### config.mk
export PLATFORM = sky130hd
export DESIGN_NAME = seconds_to_calendar_date
export DESIGN_NICKNAME = d
export VERILOG_FILES = /design/src/rtl/s2cd_pkg.sv /design/src/rtl/seconds_to_calendar_date.sv
export SDC_FILE = /design/constraint.sdc
export NUM_CORES = 1
export LEC_CHECK = 0
export BUFFER_PORTS_ARGS = -buffer_cell sky130_fd_sc_hd__buf_2
export CAP_MARGIN = 30
export CORE_MARGIN = 10
export CORE_UTILIZATION = 30
export DETAILED_ROUTE_END_ITERATION = 10
export HOLD_SLACK_MARGIN = 0.05
export SYNTH_ARGS = -nofsm -noshare
export SYNTH_HDL_FRONTEND = slang
export SYNTH_SLANG_ARGS = --single-unit
### constraint.sdc
create_clock -name clk -period 6.6 [get_ports clk]
set_input_delay 1.32 -clock clk [delete_from_list [all_inputs] [get_ports clk]]
set_output_delay 1.32 -clock clk [all_outputs]
set_load 0.01 [all_outputs]
### src/rtl/s2cd_pkg.sv
package s2cd_pkg;

  localparam logic [31:0] SECS_PER_DAY   = 32'd86400;
  localparam logic [31:0] SECS_PER_HOUR  = 32'd3600;
  localparam logic [31:0] SECS_PER_MIN   = 32'd60;
  localparam logic [31:0] DAYS_PER_CYCLE = 32'd1461;
  localparam logic [31:0] LEAP_DAYS      = 32'd366;
  localparam logic [31:0] COMMON_DAYS    = 32'd365;
  localparam logic [3:0]  LAST_MONTH     = 4'd11;

  typedef enum logic [6:0] {
    ST_IDLE  = 7'b0000001,
    ST_DAY   = 7'b0000010,
    ST_HOUR  = 7'b0000100,
    ST_MIN   = 7'b0001000,
    ST_CYC   = 7'b0010000,
    ST_YEAR  = 7'b0100000,
    ST_MONTH = 7'b1000000
  } state_t;

  function automatic logic [4:0] month_len(input logic leap, input logic [3:0] month);
    logic [4:0] len;
    unique case (month)
      4'd1:                      len = leap ? 5'd29 : 5'd28;
      4'd3, 4'd5, 4'd8, 4'd10:   len = 5'd30;
      default:                   len = 5'd31;
    endcase
    return len;
  endfunction

endpackage

### src/rtl/seconds_to_calendar_date.sv
// Seconds count to calendar date and time of day.
//
// Input word (s_*): 32-bit seconds since the epoch. Output word (m_*): year
// offset, month index, day of month, hour and minute.
// One word is converted at a time. s_tready is high only while the block is
// idle; a word is taken on s_tvalid && s_tready.
// The divisions and the year and month walks go through one 32-bit
// subtract/compare unit, one step per cycle: 16 steps divide by the day
// length, 5 and 6 steps split hour and minute, 6 steps divide the day count
// into four-year cycles, then 1 to 4 year steps and 1 to 12 month steps.
// A new word can be accepted in the cycle after the result is loaded into
// the output register.
// The output register holds the result while m_tready is low; the next
// result waits in the last step until the register is free.
// rst (synchronous) returns the sequencer to idle and drops m_tvalid.
module seconds_to_calendar_date (
  input  logic        clk,
  input  logic        rst,
  input  logic        s_tvalid,
  output logic        s_tready,
  input  logic [31:0] s_tdata,   // [31:0] seconds_count
  output logic        m_tvalid,
  input  logic        m_tready,
  output logic [31:0] m_tdata    // [7:0] year_offset, [11:8] month_index,
                                 // [16:12] day_of_month, [21:17] hour,
                                 // [27:22] minute, [31:28] zero
);
  import s2cd_pkg::*;

  state_t      state;
  logic [31:0] acc;
  logic [3:0]  step;
  logic [15:0] days;
  logic [4:0]  hour;
  logic [5:0]  minute;
  logic [7:0]  year;
  logic [3:0]  month;

  logic [31:0] opnd;
  logic [32:0] diff;
  logic        ge;
  logic        leap;
  logic        out_free;
  logic        load;

  assign leap     = (year[1:0] == 2'd0);
  assign out_free = !m_tvalid || m_tready;
  assign s_tready = (state == ST_IDLE) && !rst;
  assign load     = (state == ST_MONTH) && !(ge && month != LAST_MONTH) && out_free;

  always_comb begin
    unique case (state)
      ST_DAY:   opnd = SECS_PER_DAY << step;
      ST_HOUR:  opnd = SECS_PER_HOUR << step;
      ST_MIN:   opnd = SECS_PER_MIN << step;
      ST_CYC:   opnd = DAYS_PER_CYCLE << step;
      ST_YEAR:  opnd = leap ? LEAP_DAYS : COMMON_DAYS;
      ST_MONTH: opnd = {27'd0, month_len(leap, month)};
      default:  opnd = '0;
    endcase
  end

  // shared subtract/compare unit
  assign diff = {1'b0, acc} - {1'b0, opnd};
  assign ge   = !diff[32];

  always_ff @(posedge clk) begin
    if (rst) begin
      state    <= ST_IDLE;
      m_tvalid <= 1'b0;
    end else begin
      if (load) begin
        m_tvalid <= 1'b1;
      end else if (m_tready) begin
        m_tvalid <= 1'b0;
      end
      unique case (state)
        ST_IDLE: begin
          if (s_tvalid) begin
            acc   <= s_tdata;
            step  <= 4'd15;
            year  <= '0;
            state <= ST_DAY;
          end
        end
        ST_DAY: begin
          days <= {days[14:0], ge};
          acc  <= ge ? diff[31:0] : acc;
          if (step == 4'd0) begin
            step  <= 4'd4;
            state <= ST_HOUR;
          end else begin
            step <= step - 4'd1;
          end
        end
        ST_HOUR: begin
          hour <= {hour[3:0], ge};
          acc  <= ge ? diff[31:0] : acc;
          if (step == 4'd0) begin
            step  <= 4'd5;
            state <= ST_MIN;
          end else begin
            step <= step - 4'd1;
          end
        end
        ST_MIN: begin
          minute <= {minute[4:0], ge};
          if (step == 4'd0) begin
            acc   <= {16'd0, days};
            step  <= 4'd5;
            state <= ST_CYC;
          end else begin
            acc  <= ge ? diff[31:0] : acc;
            step <= step - 4'd1;
          end
        end
        ST_CYC: begin
          acc <= ge ? diff[31:0] : acc;
          if (step == 4'd0) begin
            year  <= {year[4:0], ge, 2'b00};
            month <= '0;
            state <= ST_YEAR;
          end else begin
            year <= {year[6:0], ge};
            step <= step - 4'd1;
          end
        end
        ST_YEAR: begin
          if (ge) begin
            acc  <= diff[31:0];
            year <= year + 8'd1;
          end else begin
            state <= ST_MONTH;
          end
        end
        ST_MONTH: begin
          if (ge && month != LAST_MONTH) begin
            acc   <= diff[31:0];
            month <= month + 4'd1;
          end else if (out_free) begin
            m_tdata <= {4'd0, minute, hour, acc[4:0] + 5'd1, month, year};
            state   <= ST_IDLE;
          end
        end
        default: begin
          state <= ST_IDLE;
        end
      endcase
    end
  end

`ifndef SYNTHESIS
  a_hour_rem: assert property (@(posedge clk) disable iff (rst)
    (state == ST_HOUR) |-> (acc < SECS_PER_DAY))
    else $error("remainder after day division out of range");

  a_year_rem: assert property (@(posedge clk) disable iff (rst)
    (state == ST_YEAR) |-> (acc < DAYS_PER_CYCLE))
    else $error("day count after cycle division out of range");

  a_month_rng: assert property (@(posedge clk) disable iff (rst)
    (state == ST_MONTH) |-> (month <= LAST_MONTH && acc < LEAP_DAYS))
    else $error("month walk out of range");

  a_out_rng: assert property (@(posedge clk) disable iff (rst)
    m_tvalid |-> (m_tdata[21:17] < 5'd24 && m_tdata[27:22] < 6'd60 &&
                  m_tdata[16:12] != 5'd0 && m_tdata[7:0] <= 8'd136))
    else $error("result field out of range");

  a_load: assert property (@(posedge clk) disable iff (rst)
    load |=> m_tvalid)
    else $error("finished result not presented");
`endif

endmodule
Yosys cells after proc, flatten, opt, wreduce, memory -nomap -nowiden

Cells that the tools add are included.

Muxes and demuxes: 32
Bitwise logic cells: 2
Reductions and logical operators: 28
Equality and inequality tests: 24
Add/subtract/negate cells: 5
Shifts and indexed selects: 4

Operators with widths:

| kind                                                                  | count |
|---|---|
| 32-bit one-hot mux with 6 select lines                                | 1 |
| 32-bit two-way mux                                                    | 4 |
| 32-bit one-hot mux with 4 select lines                                | 1 |
| 7-bit two-way mux                                                     | 8 |
| 7-bit one-hot mux with 7 select lines                                 | 1 |
| 32-bit by 32-bit subtractor with 33-bit output                        | 1 |
| 11-bit by 4-bit << shifter with 32-bit output, first input constant   | 1 |
| 12-bit by 4-bit << shifter with 32-bit output, first input constant   | 1 |
| 17-bit by 4-bit << shifter with 32-bit output, first input constant   | 1 |
| 6-bit by 4-bit << shifter with 32-bit output, first input constant    | 1 |
| 4-bit two-way mux                                                     | 6 |
| 8-bit two-way mux                                                     | 3 |
| 8-bit one-hot mux with 3 select lines                                 | 1 |
| 2-bit != test, second input constant                                  | 10 |
| 4-bit AND reduction                                                   | 5 |
| 4-bit one-hot mux with 4 select lines                                 | 1 |
| 8-bit by 1-bit adder with 8-bit output, second input constant         | 1 |
| 4-bit equality test, second input constant                            | 2 |
| 4-bit one-hot mux with 2 select lines                                 | 1 |
| 8-bit AND reduction                                                   | 1 |
| 4-bit nonzero test                                                    | 2 |
| 4-bit OR reduction                                                    | 2 |
| 7-bit by 1-bit equality test with 1-bit output, second input constant | 1 |
| 7-bit by 2-bit equality test with 1-bit output, second input constant | 1 |
| other kinds (26)                                                      | 38 |

Bits in registers: 111
Bits of input ports: 36
Logic and storage cells: 105
Output and inout port bits: 34

Depth between registers and ports, before layout

Gate-level depths: netlist of the first run.

Depth in word-level cells: 11
Gate-level depth with buffers: 22
Mapped depth without buffers: 18

Worst setup path after synthesis of the first run

Ideal clock, no wire load.

Kind: register -> register
From: reg state[4]
To: reg m_tdata[0] (enable)
Library setup time: 0.454 ns
Data required time: 6.146 ns
Clock period less this slack: 6.192 ns
Path buffers: 3
Data arrival time: 5.738 ns
Setup slack: 0.408 ns
Cell stages (with the launch flop): 22
Cell sequence: dfxtp_1 -> buf_2 -> nor3_2 -> nand4b_1 -> clkbuf_1 -> and2_1 -> o21ai_0 -> a21oi_1 -> mux2i_1 -> a21oi_1 -> or2_2 -> ha_1 -> buf_2 -> a21oi_1 -> o21ai_0 -> a211o_1 -> a21oi_4 -> a21boi_4 -> nor2_8 -> inv_4 -> a21o_1 -> nor3b_1

Cells in the longest elaborated chain, start to end: 7
Elaborated cells on any way between the ends: 12
Classes of those cells: 1 x add/sub; 6 x eq/ne; 1 x mux; 1 x bitwise; 3 x reduce/logical

RTL lines:

| element                                        | RTL line                                                       | text |
|---|---|---|
| start: declaration                             | seconds_to_calendar_date.sv:30                                 | `state_t state;` |
| start signal: assignment                       | seconds_to_calendar_date.sv:69                                 | `state <= ST_IDLE;` |
| start signal: assignment                       | seconds_to_calendar_date.sv:83                                 | `state <= ST_DAY;` |
| start signal: assignment                       | seconds_to_calendar_date.sv:91                                 | `state <= ST_HOUR;` |
| 7-bit equality test (tied with other cells)    | seconds_to_calendar_date.sv:52, seconds_to_calendar_date.sv:77 |  |
| 32-bit one-hot mux with 6 select lines         | seconds_to_calendar_date.sv:52                                 | `unique case (state)` |
| 32-bit by 32-bit subtractor with 33-bit output | seconds_to_calendar_date.sv:64                                 | `assign diff = {1'b0, acc} - {1'b0, opnd};` |
| 1-bit logical NOT                              | seconds_to_calendar_date.sv:65                                 | `assign ge = !diff[32];` |
| 1-bit logical AND                              | seconds_to_calendar_date.sv:137                                | `if (ge && month != LAST_MONTH) begin` |
| 1-bit NOT (no source line)                     | --                                                             |  |
| 4-bit AND reduction (no source line) (*)       | --                                                             |  |
| end signal: assignment                         | seconds_to_calendar_date.sv:141                                | `m_tdata <= {4'd0, minute, hour, acc[4:0] + 5'd1, month, year};` |
| end: declaration                               | seconds_to_calendar_date.sv:24                                 | `output logic [31:0] m_tdata` |

Mark *: on every way between the ends. The rest lies on a longest branch, timed or not.
A chain may end at the register's enable or synchronous reset.

Worst setup path after layout of the first run

From: reg state[1]
To: reg acc[31] (enable)

Cells in the longest elaborated chain, start to end: 7
Elaborated cells on any way between the ends: 16
Classes of those cells: 1 x add/sub; 9 x eq/ne; 1 x mux; 5 x reduce/logical

RTL lines:

| element                                                   | RTL line                                                       | text |
|---|---|---|
| 7-bit equality test (tied with other cells)               | seconds_to_calendar_date.sv:52, seconds_to_calendar_date.sv:77 |  |
| 32-bit one-hot mux with 6 select lines                    | seconds_to_calendar_date.sv:52                                 |  |
| 32-bit by 32-bit subtractor with 33-bit output            | seconds_to_calendar_date.sv:64                                 |  |
| 1-bit logical NOT                                         | seconds_to_calendar_date.sv:65                                 |  |
| 1-bit logical AND                                         | seconds_to_calendar_date.sv:137                                |  |
| 2-bit by 1-bit != test with 1-bit output (no source line) | --                                                             |  |
| 4-bit AND reduction (no source line) (*)                  | --                                                             |  |
| end signal: assignment                                    | seconds_to_calendar_date.sv:80                                 | `acc <= s_tdata;` |
| end signal: assignment                                    | seconds_to_calendar_date.sv:130                                | `acc <= diff[31:0];` |
| end signal: assignment                                    | seconds_to_calendar_date.sv:138                                | `acc <= diff[31:0];` |
| end: declaration                                          | seconds_to_calendar_date.sv:31                                 | `logic [31:0] acc;` |

Marks and branches as above.

==> results of run 1 <==
area by class of cell:
class                   count  area, sq um  area share (%)
multi-input cells         643         4290            49.1
flip-flops and latches    111         3250            37.2
well taps                 335          419            4.80
repair buffers             74          393            4.50
clock buffers               9          225            2.58
clock inverters             7         91.3            1.05
inverters                  18         70.1           0.802
worst max path at each step:
stage | startpoint | to | slack (ns) | depth (start not counted)
floorplan | state[4]$_SDFFE_PP0P_ | m_tdata[0]$_DFFE_PP_ | 0.41 | 21
global placement | state[1]$_SDFFE_PP0P_ | acc[31]$_DFFE_PP_ | 1.35 | 19
detailed placement | state[1]$_SDFFE_PP0P_ | acc[26]$_DFFE_PP_ | 1.26 | 19
CTS | state[1]$_SDFFE_PP0P_ | m_tdata[1]$_DFFE_PP_ | 1.24 | 19
global route | state[1]$_SDFFE_PP0P_ | year[3]$_DFFE_PP_ | 0.69 | 18
finish | state[1]$_SDFFE_PP0P_ | acc[31]$_DFFE_PP_ | 1.17 | 19
sequential cells by signal, summed over array words and instances (netlist names):
signal,count
acc,32
m_tdata,28
days,16
year,8
state,7
minute,6
hour,5
month,4
step,4
m_tvalid,1
synthesized netlist by cell type, drive strengths merged (8+ instances only):
cell / instances / share of area (%)
nand3: 34 / 2.2
o21a: 8 / 0.78
mux2i: 11 / 1.4
dfxtp: 8 / 2.0
buf: 17 / 1.4
a221oi: 11 / 1.2
ha: 42 / 6.7
o21bai: 9 / 0.86
a22oi: 21 / 2.0
and3: 10 / 0.80
a21o: 14 / 1.3
nor3: 15 / 1.2
o211ai: 23 / 2.2
clkbuf: 33 / 1.6
nand2b: 10 / 0.80
xnor2: 24 / 2.7
nor2: 82 / 4.3
and2: 12 / 0.99
a211oi: 13 / 1.2
inv: 17 / 0.85
or2: 9 / 0.72
a21oi: 70 / 4.7
o21ai: 52 / 3.3
xor2: 17 / 1.9
nand2: 61 / 3.0
edfxtp: 103 / 40
metrics by stage:
stage,std cells,worst slack (ns),utilization (%)
floorplan,822,0.408,-
global placement,1181,1.35,32.6
detailed placement,1181,1.26,32.6
CTS,1197,1.24,33.8
global route,1197,0.687,33.8
finish,1197,1.17,33.8
critical path, stage by stage, from the launching register on:
cell and delay (ns):
sky130_fd_sc_hd__dfxtp_1 0.38, sky130_fd_sc_hd__nor4_2 0.39, sky130_fd_sc_hd__nand3_1 0.56, sky130_fd_sc_hd__and2_1 0.40, sky130_fd_sc_hd__o21ai_0 0.09, sky130_fd_sc_hd__a21oi_1 0.12, sky130_fd_sc_hd__mux2i_1 0.21, sky130_fd_sc_hd__a21oi_1 0.09
sky130_fd_sc_hd__or2_2 0.30, sky130_fd_sc_hd__ha_1 0.43, sky130_fd_sc_hd__nand2_1 0.11, sky130_fd_sc_hd__o21ai_0 0.23, sky130_fd_sc_hd__a211o_1 0.18, sky130_fd_sc_hd__a21oi_4 0.09, sky130_fd_sc_hd__a21boi_4 0.32, sky130_fd_sc_hd__nor2_8 0.10
sky130_fd_sc_hd__inv_4 0.23, sky130_fd_sc_hd__a21o_1 0.21, sky130_fd_sc_hd__and2_1 0.13, sky130_fd_sc_hd__buf_4 0.45
logic make-up after synthesis:
| family | Yosys count |
|---|---|
| other cells | 1 |
| fa+ha+maj | 43 |
| mux | 12 |
| compound gates | 281 |
| xor+xnor | 41 |
| buf+inv | 68 |
| simple gates | 262 |
| flops | 111 |
routing by layer:
metal | share of wire [%] | GRT usage [%] | vias up
met1 | 46 | 17.8 | 3151
met2 | 45 | 20.1 | 219
met3 | 7.4 | 3.38 | 21
met5 | 0 | 0 | -
met4 | 1.2 | 3.35 | 0
li1 | - | - | 3208
power breakdown:
group          switching [mW]  internal [mW]  total (mW)
Sequential             0.0881          0.904       0.992
Combinational           0.696          0.415        1.11
Clock                   0.305          0.278       0.583
Total                    1.09           1.60        2.69
==> load_flow_metrics.sql, run 1 <==
INSERT INTO impl_metrics (metric_group, metric, value, unit) VALUES
('run_status', 'outcome', 'finished clean', ''),
('synthesis', 'synth_adder_area_share', '6.98', '%'),
('global_routing', 'maximum_number_of_pins_on_one_net_before_global_route_repair', '34', ''),
('clock_tree', 'cts_buffers', '9', ''),
('sta', 'clock_skew', '0.0130', 'ns'),
('place', 'detailed_place_hpwl', '16200', 'um'),
('power', 'power_leakage', '3.07', 'nW'),
('sta', 'report.final.hold_viol_count', '0', ''),
('clock_tree', 'ctsHtreeMaxLevel', '3', ''),
('place', 'portBuffers', '65', ''),
('hold_path', 'worst_hold_path_cells', '0', ''),
('worst_setup_path', 'worst-endpoint-arrival', '5.43', 'ns'),
('clock_tree', 'clock_insertion_delay_worst_skew', '0.37', 'ns'),
('synthesis', 'post_synth_inst_count', '819', ''),
('synthesis', 'synth_simple_gate_area_share', '16.9', '%'),
('global_routing', 'antenna_found_initial', '0', ''),
('synthesis', 'synth.mux.area_fraction', '1.55', '%'),
('clock_tree', 'clock_sinks', '111', ''),
('worst_setup_path', 'r2r_cells', '19', ''),
('final_layout', 'final_nets', '936', ''),
('die', 'floorplan.io_pins', '70', ''),
('die', 'die_w', '181', 'um'),
('final_layout', 'syn_to_final_growth', '11.8', '%'),
('clock_tree', 'clk_transition_reported_paths', '0.08', 'ns'),
('global_routing', 'grt_pass1_wl', '35200', 'um'),
('global_routing', 'grt_pass1_vias', '6424', ''),
('sta', 'slew-limit-headroom', '34.3', '%'),
('synthesis', 'synthDistinctLibCells', '87', ''),
('die', 'start_util', '30.3', '%'),
('route', 'drt_drc_violations_left', '0', ''),
('hold_path', 'holdCritStartpoint', 'hour[4]$_DFFE_PP_', ''),
('worst_setup_path', 'reg2reg_setup_slack', '1.17', 'ns'),
('clock_tree', 'post_cts_resized', '0', ''),
('final_layout', 'post-route-cell-area', '8740', 'sq um'),
('synthesis', 'number_of_warning_messages_in_the_yosys_log', '0', ''),
('synthesis', 'synth-async-reset-ratio', '0', '%'),
('sta', 'tns', '0', 'ns'),
('synthesis', 'main_combinational_cell_family_by_area_after_synthesis', 'compound AO/OA/AOI/OAI gates', ''),
('sta', 'max_slew.worst_pin.slew', '0.982', 'ns'),
('route', 'drt_first_iter_violations', '684', ''),
('final_layout', 'insertedDiodeCount', '0', ''),
('route', 'drt.antenna.violating_nets', '0', ''),
('synthesis', 'synthXorXnorAreaFrac', '4.59', '%'),
('clock_tree', 'cts.hold.buffers_added', '0', ''),
('route', 'dr.pass1.iters', '5', ''),
('sta', 'slew_viol_final', '0', ''),
('flow_run', 'drv_cap', '0', ''),
('sta', 'setup_violations_final', '0', ''),
('clock_tree', 'cts_root_buffer', 'sky130_fd_sc_hd__clkbuf_16', ''),
('die', 'row_count', '59', ''),
('global_routing', 'grt.overflow.total', '0', ''),
('sta', 'unrepaired_setup_endpoints_after_global_routing', 'no', ''),
('final_layout', 'layout_cell_share_with_drive_strength_beyond_1', '14.5', '%'),
('clock_tree', 'clk_path_buf_depth', '2', ''),
('route', 'avgViaCountPerCell', '5.51', ''),
('die', 'core', '25800', 'sq um'),
('synthesis', 'synth_ff_type', 'sky130_fd_sc_hd__edfxtp_1', ''),
('synthesis', 'synthesis.area_per_instance', '9.55', 'sq um'),
('synthesis', 'synth_compound_gate_area_share', '24.4', '%'),
('die', 'die_y', '181', 'um'),
('worst_setup_path', 'crit_path_max_fanout', '32', ''),
('place', 'gpl.final_weighted_congestion', '0.898', ''),
('global_routing', 'globalRouteTotalUtil', '13.1', '%'),
('sta', 'fin_crit', '5.43', 'ns'),
('final_layout', 'layout_common_cells', '103 x sky130_fd_sc_hd__edfxtp_1, 78 x sky130_fd_sc_hd__nor2_1, 67 x sky130_fd_sc_hd__a21oi_1', ''),
('sta', 'worst_hold_slack', '0.432', 'ns'),
('power', 'vdd.ir_drop.worst', '0.000128', 'V'),
('synthesis', 'synth.ff_latch_count', '111', ''),
('worst_setup_path', 'critPathCaptureType', 'flip-flop', ''),
('worst_setup_path', 'worst-endpoint-required', '6.61', 'ns'),
('final_layout', 'layout_commonest_cell', 'sky130_fd_sc_hd__edfxtp_1', '');
No activity file was read; power rests on OpenSTA's default activity.
==> run 2: changes to the inputs <==
==> constraint.sdc (replaced) <==
create_clock -name clk -period 5.1 [get_ports clk]
set_input_delay 1.02 -clock clk [delete_from_list [all_inputs] [get_ports clk]]
set_output_delay 1.02 -clock clk [all_outputs]
set_load 0.01 [all_outputs]
==> load_flow_metrics.sql, run 2 (synthesis gave the netlist of run 1 again) <==
INSERT INTO impl_metrics (metric_group, metric, value, unit) VALUES
('final_layout', 'layout_common_cells', '103 x sky130_fd_sc_hd__edfxtp_1, 77 x sky130_fd_sc_hd__nor2_1, 67 x sky130_fd_sc_hd__a21oi_1', ''),
('die', 'die_w', '181', 'um'),
('final_layout', 'reg.largest.list', 'acc x32, m_tdata x28, days x16', ''),
('place', 'detailed_place_hpwl', '17200', 'um'),
('worst_setup_path', 'setup.worst_path.start_class', 'flip-flop', ''),
('route', 'drt_first_iter_violations', '681', ''),
('worst_setup_path', 'endpoint', 'm_tdata[5]$_DFFE_PP_', ''),
('final_layout', 'insertedDiodeCount', '0', ''),
('power', 'vdd.ir_drop.worst', '0.000172', 'V'),
('clock_tree', 'clock_insertion_delay_worst_skew', '0.36', 'ns'),
('die', 'row_count', '59', ''),
('power', 'power_leakage', '3.19', 'nW'),
('global_routing', 'antenna_found_initial', '0', ''),
('die', 'floorplan.die_area', '32900', 'sq um'),
('route', 'routed-via-count', '6792', ''),
('clock_tree', 'clk_path_buf_depth', '2', ''),
('worst_setup_path', 'worst-endpoint-required', '5.17', 'ns'),
('worst_setup_path', 'worstPathCellList', 'nor3_4 -> nand4b_1 -> buf_4 -> nand2b_1 -> and2_1 -> mux2_2 -> nand2_1 -> o211ai_1 -> ha_1 -> a21o_1 -> a21o_1 -> a211o_1 -> a21oi_4 -> a21boi_4 -> nor2_8 -> inv_4 -> a21o_1 -> nor3b_4 -> buf_12', ''),
('worst_setup_path', 'worstSetupPathType', 'flip-flop to flip-flop', ''),
('clock_tree', 'cts_buffers', '9', ''),
('worst_setup_path', 'slowest_stage', 'sky130_fd_sc_hd__dfxtp_1', ''),
('worst_setup_path', 'critPathCaptureType', 'flip-flop', ''),
('final_layout', 'num-fill-cells', '2662', ''),
('sta', 'report.final.hold_viol_count', '0', ''),
('die', 'start_util', '30.3', '%'),
('worst_setup_path', 'critPathMostFrequentCell', 'sky130_fd_sc_hd__a21o_1', ''),
('place', 'portBuffers', '65', ''),
('worst_setup_path', 'crit_path_max_fanout', '28', ''),
('final_layout', 'layout_cell_share_with_drive_strength_beyond_1', '17.3', '%'),
('sta', 'slew_viol_final', '0', ''),
('place', 'pre_cts_slack', '0.301', 'ns'),
('worst_setup_path', 'peak_per_stage_delay_on_the_critical_path', '0.42', 'ns'),
('global_routing', 'grt.overflow.total', '0', ''),
('route', 'avgViaCountPerCell', '5.55', ''),
('clock_tree', 'ctsHtreeMaxLevel', '3', ''),
('die', 'core', '25800', 'sq um'),
('route', 'post_drt_wl_per_cell', '19.0', 'um'),
('clock_tree', 'tritoncts', 'yes', ''),
('route', 'drt_drc_violations_left', '0', ''),
('sta', 'max_slew.worst_pin.slew', '0.909', 'ns'),
('flow_run', 'drv_cap', '0', ''),
('sta', 'clock_skew', '0.00835', 'ns'),
('sta', 'achievable-frequency', '207', 'MHz'),
('worst_setup_path', 'worst_r2r_endpoint', 'm_tdata[5]$_DFFE_PP_', ''),
('route', 'dr.pass1.iters', '5', ''),
('worst_setup_path', 'critical_path.startpoint', 'state[4]$_SDFFE_PP0P_', ''),
('power', 'cellPowerDensity', '395', 'nW/um^2'),
('global_routing', 'grt_pass1_wl', '36900', 'um'),
('hold_path', 'min-delay-path-class', 'flip-flop to flip-flop', ''),
('final_layout', 'layout_commonest_cell', 'sky130_fd_sc_hd__edfxtp_1', ''),
('clock_tree', 'cts_root_buffer', 'sky130_fd_sc_hd__clkbuf_16', ''),
('run_status', 'outcome', 'finished clean', ''),
('worst_setup_path', 'worstSetupPathDepth', '19', ''),
('clock_tree', 'clk_transition_reported_paths', '0.09', 'ns'),
('worst_setup_path', 'crit-reg2reg-launch', 'state[4]$_SDFFE_PP0P_', ''),
('worst_setup_path', 'worst-endpoint-arrival', '4.91', 'ns'),
('sta', 'post-route-worst-setup-slack', '0.260', 'ns'),
('place', 'gpl.final_weighted_congestion', '0.943', ''),
('sta', 'setup_violations_final', '0', ''),
('final_layout', 'final_nets', '962', ''),
('global_routing', 'grt_pass1_vias', '6532', ''),
('global_routing', 'maximum_number_of_pins_on_one_net_before_global_route_repair', '32', ''),
('worst_setup_path', 'path_delay_family', 'simple AND/OR/NAND/NOR gates', ''),
('final_layout', 'largest-register', 'acc', ''),
('sta', 'fin_crit', '4.84', 'ns'),
('final_layout', 'syn_to_final_growth', '14.8', '%'),
('route', 'drt.antenna.violating_nets', '0', ''),
('route', 'route.final.wire_length', '23200', 'um'),
('clock_tree', 'clock_sinks', '111', ''),
('worst_setup_path', 'reg2reg_setup_slack', '0.26', 'ns'),
('sta', 'tns', '0', 'ns'),
('sta', 'period_share', '94.9', '%'),
('worst_setup_path', 'r2r_cells', '19', ''),
('die', 'floorplan.io_pins', '70', ''),
('clock_tree', 'cts.hold.buffers_added', '0', ''),
('die', 'die_y', '181', 'um'),
('global_routing', 'globalRouteTotalUtil', '13.7', '%'),
('sta', 'slew-limit-headroom', '39.2', '%'),
('final_layout', 'largest_register_ff_count', '32', ''),
('worst_setup_path', 'critical_path_buf_inv_count', '3', '');
[run 2: how the worst min path moves through the flow]
stage	from	to	slack (ns)	cells after the start
floorplan	hour[4]$_DFFE_PP_	m_tdata[21]$_DFFE_PP_	0.40	0
global placement	hour[4]$_DFFE_PP_	m_tdata[21]$_DFFE_PP_	0.40	0
detailed placement	hour[4]$_DFFE_PP_	m_tdata[21]$_DFFE_PP_	0.40	0
CTS	hour[4]$_DFFE_PP_	m_tdata[21]$_DFFE_PP_	0.42	0
global route	minute[5]$_DFFE_PP_	m_tdata[27]$_DFFE_PP_	0.45	0
finish	hour[4]$_DFFE_PP_	m_tdata[21]$_DFFE_PP_	0.42	0
[run 2: metal layers]
metal | track usage (%) | up-vias | routed length, um
met5 | 0 | - | 0
met3 | 2.64 | 16 | 1370
li1 | - | 3249 | -
met2 | 21.6 | 247 | 10700
met1 | 19.2 | 3280 | 10900
met4 | 2.80 | 0 | 240
[run 2: power breakdown]
group          leakage [nW]  switching (mW)  internal, mW
Clock                 0.149           0.391         0.352
Combinational          2.04           0.930         0.592
Sequential            0.998           0.110          1.17
[run 2: cell type report]
class / count / area, sq um / area share [%]
timing repair buffer: 100 / 626 / 6.97
tap: 335 / 419 / 4.67
inverter: 18 / 70.1 / 0.780
multi-input combinational: 643 / 4310 / 48.0
clock inverter: 7 / 72.6 / 0.808
sequential: 111 / 3250 / 36.2
clock buffer: 9 / 225 / 2.51
[run 2: what timing repair did]
action / in CTS / in global routing
resized for setup: 0 / 5
buffers inserted: 0 / 0
endpoints found under the setup margin: 0 / 71
[run 2: stage by stage]
step / utilization, % / hold slack, ns / cell area [sq um] / std cells / total power, mW
after detailed placement: 33.5 / 0.405 / 8660 / 1207 / 2.79
after CTS: 34.7 / 0.423 / 8950 / 1223 / 3.54
final: 34.7 / 0.423 / 8980 / 1223 / 3.54
after global routing: 34.7 / 0.446 / 8980 / 1223 / 3.77
after global placement: 33.5 / 0.405 / 8650 / 1206 / 2.78
after floorplan: - / 0.400 / 7840 / 822 / 2.37
==> run 3: changes to the inputs <==
==> constraint.sdc (replaced) <==
create_clock -name clk -period 4 [get_ports clk]
set_input_delay 0.8 -clock clk [delete_from_list [all_inputs] [get_ports clk]]
set_output_delay 0.8 -clock clk [all_outputs]
set_load 0.01 [all_outputs]
==> load_flow_metrics.sql, run 3 (synthesis gave the netlist of run 1 again) <==
INSERT INTO impl_metrics (metric_group, metric, value, unit) VALUES
('hold_path', 'min-delay-path-class', 'flip-flop to flip-flop', ''),
('clock_tree', 'cts.hold.buffers_added', '0', ''),
('clock_tree', 'clock_sinks', '111', ''),
('final_layout', 'layout_commonest_cell', 'sky130_fd_sc_hd__buf_4', ''),
('worst_setup_path', 'path_delay_family', 'compound AO/OA/AOI/OAI gates', ''),
('route', 'routed-via-count', '7696', ''),
('global_routing', 'globalRouteTotalUtil', '15.6', '%'),
('sta', 'max_slew.worst_pin.slew', '0.800', 'ns'),
('sta', 'slew_viol_final', '0', ''),
('clock_tree', 'ctsHtreeMaxLevel', '3', ''),
('route', 'drt_drc_violations_left', '0', ''),
('worst_setup_path', 'critPathCaptureType', 'flip-flop', ''),
('route', 'dr.pass1.iters', '5', ''),
('final_layout', 'largest_register_ff_count', '32', ''),
('route', 'met3_wirelength', '1740', 'um'),
('route', 'wl_met1', '12000', 'um'),
('run_status', 'outcome', 'finished with violations', ''),
('final_layout', 'reg.largest.list', 'acc x32, m_tdata x28, days x16', ''),
('global_routing', 'maximum_number_of_pins_on_one_net_before_global_route_repair', '32', ''),
('worst_setup_path', 'peak_per_stage_delay_on_the_critical_path', '0.54', 'ns'),
('route', 'route.final.wire_length', '26800', 'um'),
('power', 'cellPowerDensity', '490', 'nW/um^2'),
('power', 'vdd.ir_drop.worst', '0.000294', 'V'),
('route', 'drt.antenna.violating_nets', '0', ''),
('route', 'top_layer_used', 'met4', ''),
('final_layout', 'num-fill-cells', '2504', ''),
('global_routing', 'grt.overflow.total', '0', ''),
('clock_tree', 'tritoncts', 'yes', ''),
('die', 'start_util', '30.3', '%'),
('flow_run', 'drv_cap', '0', ''),
('clock_tree', 'cts_root_buffer', 'sky130_fd_sc_hd__clkbuf_16', ''),
('place', 'dpl.cell_count', '1351', ''),
('power', 'power_leakage', '4.31', 'nW'),
('global_routing', 'grt_pass1_wl', '41900', 'um'),
('run_status', 'failed_checks', 'setup timing', ''),
('route', 'met2WireLength', '12500', 'um'),
('die', 'die_y', '181', 'um'),
('place', 'portBuffers', '65', ''),
('clock_tree', 'cts_buffers', '9', ''),
('final_layout', 'final_nets', '1151', ''),
('worst_setup_path', 'slowest_stage', 'sky130_fd_sc_hd__o311ai_0', ''),
('final_layout', 'layout_cell_share_with_drive_strength_beyond_1', '40.2', '%'),
('sta', 'report.final.hold_viol_count', '0', ''),
('worst_setup_path', 'worst-endpoint-arrival', '4.41', 'ns'),
('global_routing', 'grt_pass1_vias', '7732', ''),
('place', 'gpl.final_weighted_congestion', '0.910', ''),
('final_layout', 'instances_no_fill', '1412', ''),
('worst_setup_path', 'critical_path_buf_inv_count', '4', ''),
('final_layout', 'insertedDiodeCount', '0', ''),
('die', 'floorplan.io_pins', '70', ''),
('worst_setup_path', 'crit_path_max_fanout', '6', ''),
('sta', 'post-route-worst-setup-slack', '-0.325', 'ns'),
('sta', 'setup_violations_final', '105', ''),
('final_layout', 'largest-register', 'acc', ''),
('route', 'avgViaCountPerCell', '5.45', ''),
('global_routing', 'antenna_found_initial', '0', ''),
('sta', 'slew-limit-headroom', '46.7', '%'),
('route', 'post_drt_wl_per_cell', '19.0', 'um'),
('place', 'placement.cell_area', '9830', 'sq um'),
('clock_tree', 'clk_transition_reported_paths', '0.09', 'ns'),
('sta', 'clock_skew', '0.0147', 'ns'),
('final_layout', 'layout_common_cells', '187 x sky130_fd_sc_hd__buf_4, 103 x sky130_fd_sc_hd__edfxtp_1, 74 x sky130_fd_sc_hd__nor2_1', ''),
('die', 'core', '25800', 'sq um'),
('sta', 'achievable-frequency', '231', 'MHz'),
('worst_setup_path', 'worstPathCellList', 'nor3_4 -> nand4b_1 -> buf_2 -> o311ai_0 -> o211ai_1 -> ha_1 -> a21o_1 -> a21o_1 -> a211o_1 -> a21oi_4 -> a21boi_4 -> nor2_8 -> inv_4 -> a21o_4 -> nor3b_4 -> buf_6 -> clkbuf_16', ''),
('final_layout', 'post-route-cell-area', '11200', 'sq um'),
('worst_setup_path', 'worst-endpoint-required', '4.08', 'ns'),
('place', 'detailed_place_hpwl', '18800', 'um'),
('worst_setup_path', 'worstSetupPathType', 'flip-flop to flip-flop', ''),
('clock_tree', 'clk_path_buf_depth', '2', ''),
('die', 'floorplan.die_area', '32900', 'sq um'),
('worst_setup_path', 'setup.worst_path.start_class', 'flip-flop', ''),
('sta', 'unrepaired_setup_endpoints_after_global_routing', 'yes', ''),
('sta', 'period_share', '108', '%'),
('final_layout', 'syn_to_final_growth', '43.3', '%'),
('power', 'post-layout-total-power', '5.50', 'mW'),
('sta', 'fin_crit', '4.32', 'ns'),
('route', 'drt_first_iter_violations', '681', ''),
('sta', 'worst_hold_slack', '0.427', 'ns'),
('die', 'row_count', '59', ''),
('die', 'die_w', '181', 'um'),
('worst_setup_path', 'critPathMostFrequentCell', 'sky130_fd_sc_hd__a21o_1', ''),
('clock_tree', 'clock_insertion_delay_worst_skew', '0.37', 'ns');
run 3: cell count changes in the layout (fill, tap and decap cells not counted), sizes merged:
cell,before,now
clkbuf,9,12
clkinv,3,6
inv,22,19
buf,100,286
run 3: layout make-up:
class                      instances  area, sq um  share of cell area (%)
sequential                       111         3270                    29.1
clock buffer                       9          225                    2.01
inverter                          18         70.1                   0.625
clock inverter                     7         86.3                   0.770
tap                              335          419                    3.74
timing repair buffer             289         2280                    20.4
multi-input combinational        643         4860                    43.4
run 3: metal layers:
metal / up-vias / GRT usage [%]
met5: - / 0
met1: 3703 / 20.1
met2: 302 / 25.6
met3: 58 / 3.32
met4: 0 / 4.46
li1: 3633 / -
run 3: final timing paths:
path                                             from               endpoint  slack (ns)  depth (start not counted)
worst min-delay path              minute[5]$_DFFE_PP_  m_tdata[27]$_DFFE_PP_        0.43                          0
worst max-delay path            state[5]$_SDFFE_PP0P_  m_tdata[21]$_DFFE_PP_       -0.32                         17
worst min register to register    minute[5]$_DFFE_PP_  m_tdata[27]$_DFFE_PP_        0.43                          0
worst max register to register  state[5]$_SDFFE_PP0P_  m_tdata[21]$_DFFE_PP_       -0.32                         17
run 3: power breakdown:
part	total, mW	switching [mW]	internal (mW)
registers	1.63	0.139	1.49
logic	2.92	1.54	1.38
clock network	0.948	0.499	0.449
total	5.50	2.18	3.32
run 3: metrics by stage:
step | util [%] | setup slack, ns | setup TNS [ns]
2_1_floorplan | - | -0.674 | -31.53
3_3_place_gp | 38.0 | -0.412 | -31.39
3_5_place_dp | 38.0 | -0.519 | -38.02
4_1_cts | 42.1 | -0.191 | -9.98
5_1_grt | 43.4 | -0.522 | -41.40
6_report | 43.4 | -0.325 | -18.19
run 3: timing repair:
action | 4_1_cts | 5_1_grt
cloned | 6 | 4
endpoints found under the setup margin | 110 | 112
resized for setup | 95 | 58
setup buffers | 29 | 9
pin swaps | 37 | 25
run 3: worst register-to-register path: stages, from the launching register on:
cell                        delay, ns
sky130_fd_sc_hd__dfxtp_2         0.34
sky130_fd_sc_hd__nor3_4          0.26
sky130_fd_sc_hd__nand4b_1        0.27
sky130_fd_sc_hd__buf_2           0.25
sky130_fd_sc_hd__o311ai_0        0.54
sky130_fd_sc_hd__o211ai_1        0.25
sky130_fd_sc_hd__ha_1            0.26
sky130_fd_sc_hd__a21o_1          0.18
sky130_fd_sc_hd__a21o_1          0.20
sky130_fd_sc_hd__a211o_1         0.29
sky130_fd_sc_hd__a21oi_4         0.19
sky130_fd_sc_hd__a21boi_4        0.11
sky130_fd_sc_hd__nor2_8          0.13
sky130_fd_sc_hd__inv_4           0.05
sky130_fd_sc_hd__a21o_4          0.22
sky130_fd_sc_hd__nor3b_4         0.21
sky130_fd_sc_hd__buf_6           0.16
sky130_fd_sc_hd__clkbuf_16       0.14
